File: config.mk
export PLATFORM = sky130hd
export DESIGN_NAME = wmpr_mid_cmp
export DESIGN_NICKNAME = d
export VERILOG_FILES = /design/src/rtl/worst_m_partition_replace_macros.svh /design/src/rtl/wmpr_pkg.sv /design/src/rtl/wmpr_mid_cmp.sv
export SDC_FILE = /design/constraint.sdc
export NUM_CORES = 1
export LEC_CHECK = 0
export BUFFER_PORTS_ARGS = -buffer_cell sky130_fd_sc_hd__buf_2
export CAP_MARGIN = 40
export CORE_MARGIN = 5
export CORE_UTILIZATION = 38
export DETAILED_ROUTE_END_ITERATION = 7
export PLACE_DENSITY = 0.8
export SYNTH_ARGS = -nofsm -noshare
export SYNTH_HDL_FRONTEND = slang
export SYNTH_SLANG_ARGS = --single-unit
File: constraint.sdc
create_clock -name vclk -period 2.6
set_input_delay 0.52 -clock vclk [all_inputs]
set_output_delay 0.52 -clock vclk [all_outputs]
set_load 0.05 [all_outputs]
File: src/rtl/worst_m_partition_replace_macros.svh
// Assertion helpers for the worst_m_partition_replace module.
`ifndef WORST_M_PARTITION_REPLACE_MACROS_SVH
`define WORST_M_PARTITION_REPLACE_MACROS_SVH

// Same-cycle implication, checked on every clock edge outside reset.
`define WMPR_ASSERT_IMPL(label, ante, cons) \
    label: assert property (@(posedge clk) disable iff (!rst_n) (ante) |-> (cons)) \
        else $error("assertion failed");

// Next-cycle implication, checked on every clock edge outside reset.
`define WMPR_ASSERT_NEXT(label, ante, cons) \
    label: assert property (@(posedge clk) disable iff (!rst_n) (ante) |=> (cons)) \
        else $error("assertion failed");

`endif

File: src/rtl/wmpr_pkg.sv
package wmpr_pkg;

    localparam int MAX_POP  = 256;
    localparam int TAG_BITS = 16;
    localparam int FIT_BITS = 32;

    localparam int ADDR_W    = $clog2(MAX_POP);
    localparam int CNT_W     = ADDR_W + 1;
    localparam int IDX_W     = CNT_W + 1;
    localparam int REQ_W     = 2;
    localparam int STAT_W    = 2;
    localparam int CFG_W     = 9;
    localparam int CFG_IDX_W = 1;

    localparam int IN_DATA_W  = ((FIT_BITS + TAG_BITS + ADDR_W + 7) / 8) * 8;
    localparam int OUT_DATA_W = ((ADDR_W + FIT_BITS + TAG_BITS + 7) / 8) * 8;

    localparam logic [REQ_W-1:0] REQ_LOAD   = 2'd0;
    localparam logic [REQ_W-1:0] REQ_PART   = 2'd1;
    localparam logic [REQ_W-1:0] REQ_INSERT = 2'd2;
    localparam logic [REQ_W-1:0] REQ_READ   = 2'd3;

    localparam logic [STAT_W-1:0] STAT_OK        = 2'd0;
    localparam logic [STAT_W-1:0] STAT_FULL      = 2'd1;
    localparam logic [STAT_W-1:0] STAT_NOT_READY = 2'd2;

    localparam logic [CFG_IDX_W-1:0] CFG_POP_SIZE      = 1'd0;
    localparam logic [CFG_IDX_W-1:0] CFG_REPLACE_COUNT = 1'd1;

    localparam logic signed [IDX_W-1:0] IDX_ONE = IDX_W'(1);

    typedef struct packed {
        logic [FIT_BITS-1:0] fit;
        logic [TAG_BITS-1:0] tag;
    } entry_t;

    typedef struct packed {
        logic              en;
        logic [ADDR_W-1:0] addr;
        entry_t            data;
    } mem_wr_t;

    typedef struct packed {
        logic gt;
        logic lt;
    } cmp_res_t;

endpackage

File: src/rtl/wmpr_mid_cmp.sv
module wmpr_mid_cmp
    import wmpr_pkg::*;
(
    input  logic [FIT_BITS-1:0] fit,
    input  logic [FIT_BITS:0]   pivot_sum,
    output cmp_res_t            res
);

    // Twice the fitness is exact in one extra bit, as is the sum of the ends.
    logic [FIT_BITS:0] twice;

    assign twice  = {fit, 1'b0};
    assign res.gt = $signed(twice) > $signed(pivot_sum);
    assign res.lt = $signed(twice) < $signed(pivot_sum);

endmodule

# Word level (Yosys, flattened, before mapping)

Index checks and enable logic that the tools add are counted.

Multipliers: 0
Shift operators: 0
Multiplexer cells: 0
Reductions and logical operators: 0
Div/mod/pow operators: 0
Bitwise logic cells: 0
$lt $le $gt $ge: 2
Equal/unequal tests: 0
Add/subtract/negate cells: 0

Operator list:

| kind                           | count |
|---|---|
| 33-bit greater-than comparator | 1 |
| 33-bit less-than comparator    | 1 |

Logic and storage cells: 2
Bits in writable memories: 0
Memories: 0
Memory bits (read-only): 0
Output and inout bits: 2
Latch bits: 0
Bits in registers: 0

# Logic depth before layout (Yosys ltp)

Depth after elaboration: 1
Gate-level depth with buffers: 8

# Worst setup path before layout

Ideal clock, no wire load.

Kind: input-to-output
Start: in pivot_sum[32]
End: out res[0] (netlist bit)
Required time: 2080 ps
Arrival: 2804 ps
Buffers on the path: 0
Stages on the path: 8
Setup slack: -724 ps
Cell sequence: inv_1 -> ha_1 -> nand4_1 -> or4_4 -> or2_0 -> o22ai_2 -> nor3_1 -> xnor2_1

RTL lines:

| item            | line              | source |
|---|---|---|
| start, declared | wmpr_mid_cmp.sv:5 | `input logic [FIT_BITS:0] pivot_sum,` |
| end, declared   | wmpr_mid_cmp.sv:6 | `output cmp_res_t res` |

==> flow_summary_export.csv <==
group,metric,value,unit
logic_synthesis,yosysUniqueCellTypes,23,
worst_setup_path,cp.arrival,2.38,ns
power_and_ir_drop,p_int,0.000153,W
worst_setup_path,path_common_cell,"buf_4",
worst_setup_path,end_kind,"output pin",
finish,seq_cells,0,
sta,maxSlewViolCount,0,
route,viasPerCell,4.86,
sta,rsz0062_at_grt,"true",
power_and_ir_drop,clockPowerShare,0,
power_and_ir_drop,net-switching-power,0.000132,W
grt,grt_pass1_wl,4470,um
finish,layout-area-overhead-vs-synth,87.2,%
flow_run,maxCapViolCount,0,
power_and_ir_drop,seqPwrFrac,0,
logic_synthesis,syn_inst,119,
route,drt_first_pass_iters,4,
logic_synthesis,syn_nets,216,
sta,hold_viol_final,0,
route,post-route-drc-count,0,
finish,layout.nets,300,
power_and_ir_drop,peakVddDrop,0.000134,V
placement,io_buffers,67,
logic_synthesis,synth_area_leaders,"ha_1 (48%), inv_1 (15%), a21oi_1 (8.3%), nand4_1 (4.5%), nand2_1 (3.6%)",
floorplan,dieArea,0.00325,mm2
route,wl_per_cell,12.0,um
floorplan,fp.dieW,57.0,um
finish,clockBufferCount,0,
logic_synthesis,synth_top_area_frac,0.477,
floorplan,rows,17,
worst_setup_path,worstPathCellList,"buf_8 -> inv_12 -> ha_4 -> nand4_1 -> buf_4 -> buf_4 -> buf_4 -> buf_4 -> o31ai_2 -> buf_4 -> nor3_4 -> xnor2_4 -> buf_6",
sta,setup_ws,-0.301,ns
sta,finalCriticalPeriod,2.90,ns
grt,antenna_found_initial,0,
finish,antenna_cells,0,
sta,fin_tns_setup,-0.589,ns
logic_synthesis,yosys.area.top_type,"ha_1",
logic_synthesis,avgSynthCellArea,7.06,um2
worst_setup_path,cp_slowest_cell,"o31ai_2",
sta,fin_crit_sh,1.12,
logic_synthesis,synth_area,840,um2
finish,final_util,0.724,
power_and_ir_drop,switching_share,0.463,
sta,maxSlewHeadroom,0.792,
floorplan,initial_utilization,0.387,
worst_setup_path,crit_type,"primary input to output pin",
min_path,worstHoldPathType,"primary input to output pin",
finish,seqCellArea,0,um2
placement,post-place-cells,223,
sta,finalSetupViolations,2,
grt,grt_use_total,0.160,
worst_setup_path,crit_fanout,2,
grt,globalRouteOverflowTotal,0,
power_and_ir_drop,power_leakage,0.892,nW
placement,place_hpwl,2270,um
status,outcome,"finished with violations",
route,drt.antenna.violating_nets,0,
logic_synthesis,ys_warn_count,0,
power_and_ir_drop,powerDensity,182,mW/mm2
worst_setup_path,worst_ep_required_time,2.08,ns
floorplan,die_h,57.0,um
route,drtIter0Drc,19,
floorplan,io_pins,67,
sta,fmax,345,MHz
floorplan,core,0.00217,mm2
finish,fillers,167,
sta,worstMarginPinSlew,0.310,ns
route,wirelength,2740,um
logic_synthesis,seq_area_frac_synth,0,
finish,stdcell_count,229,
worst_setup_path,slowest_delay,0.29,ns
placement,gp_congestion,0.729,
grt,grt_start_max_net_pins,5,
route,vias,1114,
power_and_ir_drop,pwr-share-comb,1.000,
grt,grt_pass1_vias,1161,
finish,drive_gt1_frac,0.532,
status,violations,"setup timing",
worst_setup_path,startpoint_type,"primary input",
## placed cells by master (no fill, tap or decap), drive strengths merged
master	Yosys	final
a211oi	1	1
a21o	2	2
a21oi	14	14
a221oi	2	2
and2b	1	1
and4	1	1
buf	0	82
ha	32	32
inv	33	33
nand2	8	8
nand3	3	3
nand4	6	6
nor2	1	1
nor3	1	1
nor3b	1	1
nor4	1	1
o21ai	6	6
o22ai	1	1
o31ai	1	1
or2	1	1
or3	1	1
or4	1	1
xnor2	1	1
## synth_stat cells, drive strengths merged
master / instances
inv: 33
ha: 32
a21oi: 14
nand2: 8
nand4: 6
o21ai: 6
nand3: 3
a21o: 2
a221oi: 2
a211oi: 1
and2b: 1
and4: 1
nor2: 1
nor3: 1
nor3b: 1
nor4: 1
o22ai: 1
o31ai: 1
or2: 1
or3: 1
or4: 1
xnor2: 1
## worst paths after layout
check | startpoint | end | slack, ns | cells past startpoint
worst max-delay path | pivot_sum[32] | res[0] | -0.30 | 13
worst min-delay path | fit[31] | res[0] | 1.58 | 5
## per-layer routing
| metal | track usage | part of all wire |
|---|---|---|
| met2 | 0.333 | 0.56 |
| met4 | 0.0265 | 0.015 |
| met5 | 0 | 0 |
| met3 | 0.0136 | 0.053 |
| met1 | 0.173 | 0.38 |
## power groups by stage
stage / combinational, W / sequential, W / clock [W]
CTS: 0.000274 / 0 / 0
global route: 0.000315 / 0 / 0
global placement: 0.000221 / 0 / 0
finish: 0.000286 / 0 / 0
detailed placement: 0.000233 / 0 / 0
floorplan: 0.000142 / 0 / 0
## repair_timing
item / in CTS / in global routing
cloned: 0 / 0
resized for setup: 26 / 3
buffers inserted: 5 / 1
hold endpoints to repair: 0 / 0
hold buffers: 0 / 0
pin swaps: 11 / 0
endpoints found under the setup margin: 2 / 2
## cell families (layout without fill, tap and decap cells)
group | after synthesis | count (layout) | synth area share
compound gates | 27 | 27 | 0.191
xor+xnor | 1 | 1 | 0.0104
fa+ha+maj | 32 | 32 | 0.477
buf+inv | 33 | 115 | 0.148
simple gates | 26 | 26 | 0.174
## critical path: cells and delay by family
| kind | cells | cell delay (ns) |
|---|---|---|
| adders and majority gates | 1 | 0.24 |
| and+or+nand+nor | 2 | 0.17 |
| xor gates and xnor gates | 1 | 0.16 |
| AOI/OAI and AO/OA | 1 | 0.29 |
| buffers and inverters | 8 | 0.99 |
## layout make-up
| cell class | instances | area [um2] | share of cell area |
|---|---|---|---|
| multi-input combinational | 86 | 895 | 0.569 |
| timing repair buffer | 82 | 505 | 0.322 |
| inverter | 33 | 136 | 0.0868 |
| tap | 28 | 35.0 | 0.0223 |
## per-stage QoR
stage          total power, W  setup slack [ns]  area [um2]  hold slack [ns]
6_report             0.000286            -0.301        1570             1.58
5_1_grt              0.000315            -0.379        1570             1.59
3_3_place_gp         0.000221            -0.489        1360             1.66
2_1_floorplan        0.000142            -0.282         922             1.33
4_1_cts              0.000274            -0.311        1540             1.58
3_5_place_dp         0.000233            -0.521        1360             1.66
Power figures use the tool's default switching activity.
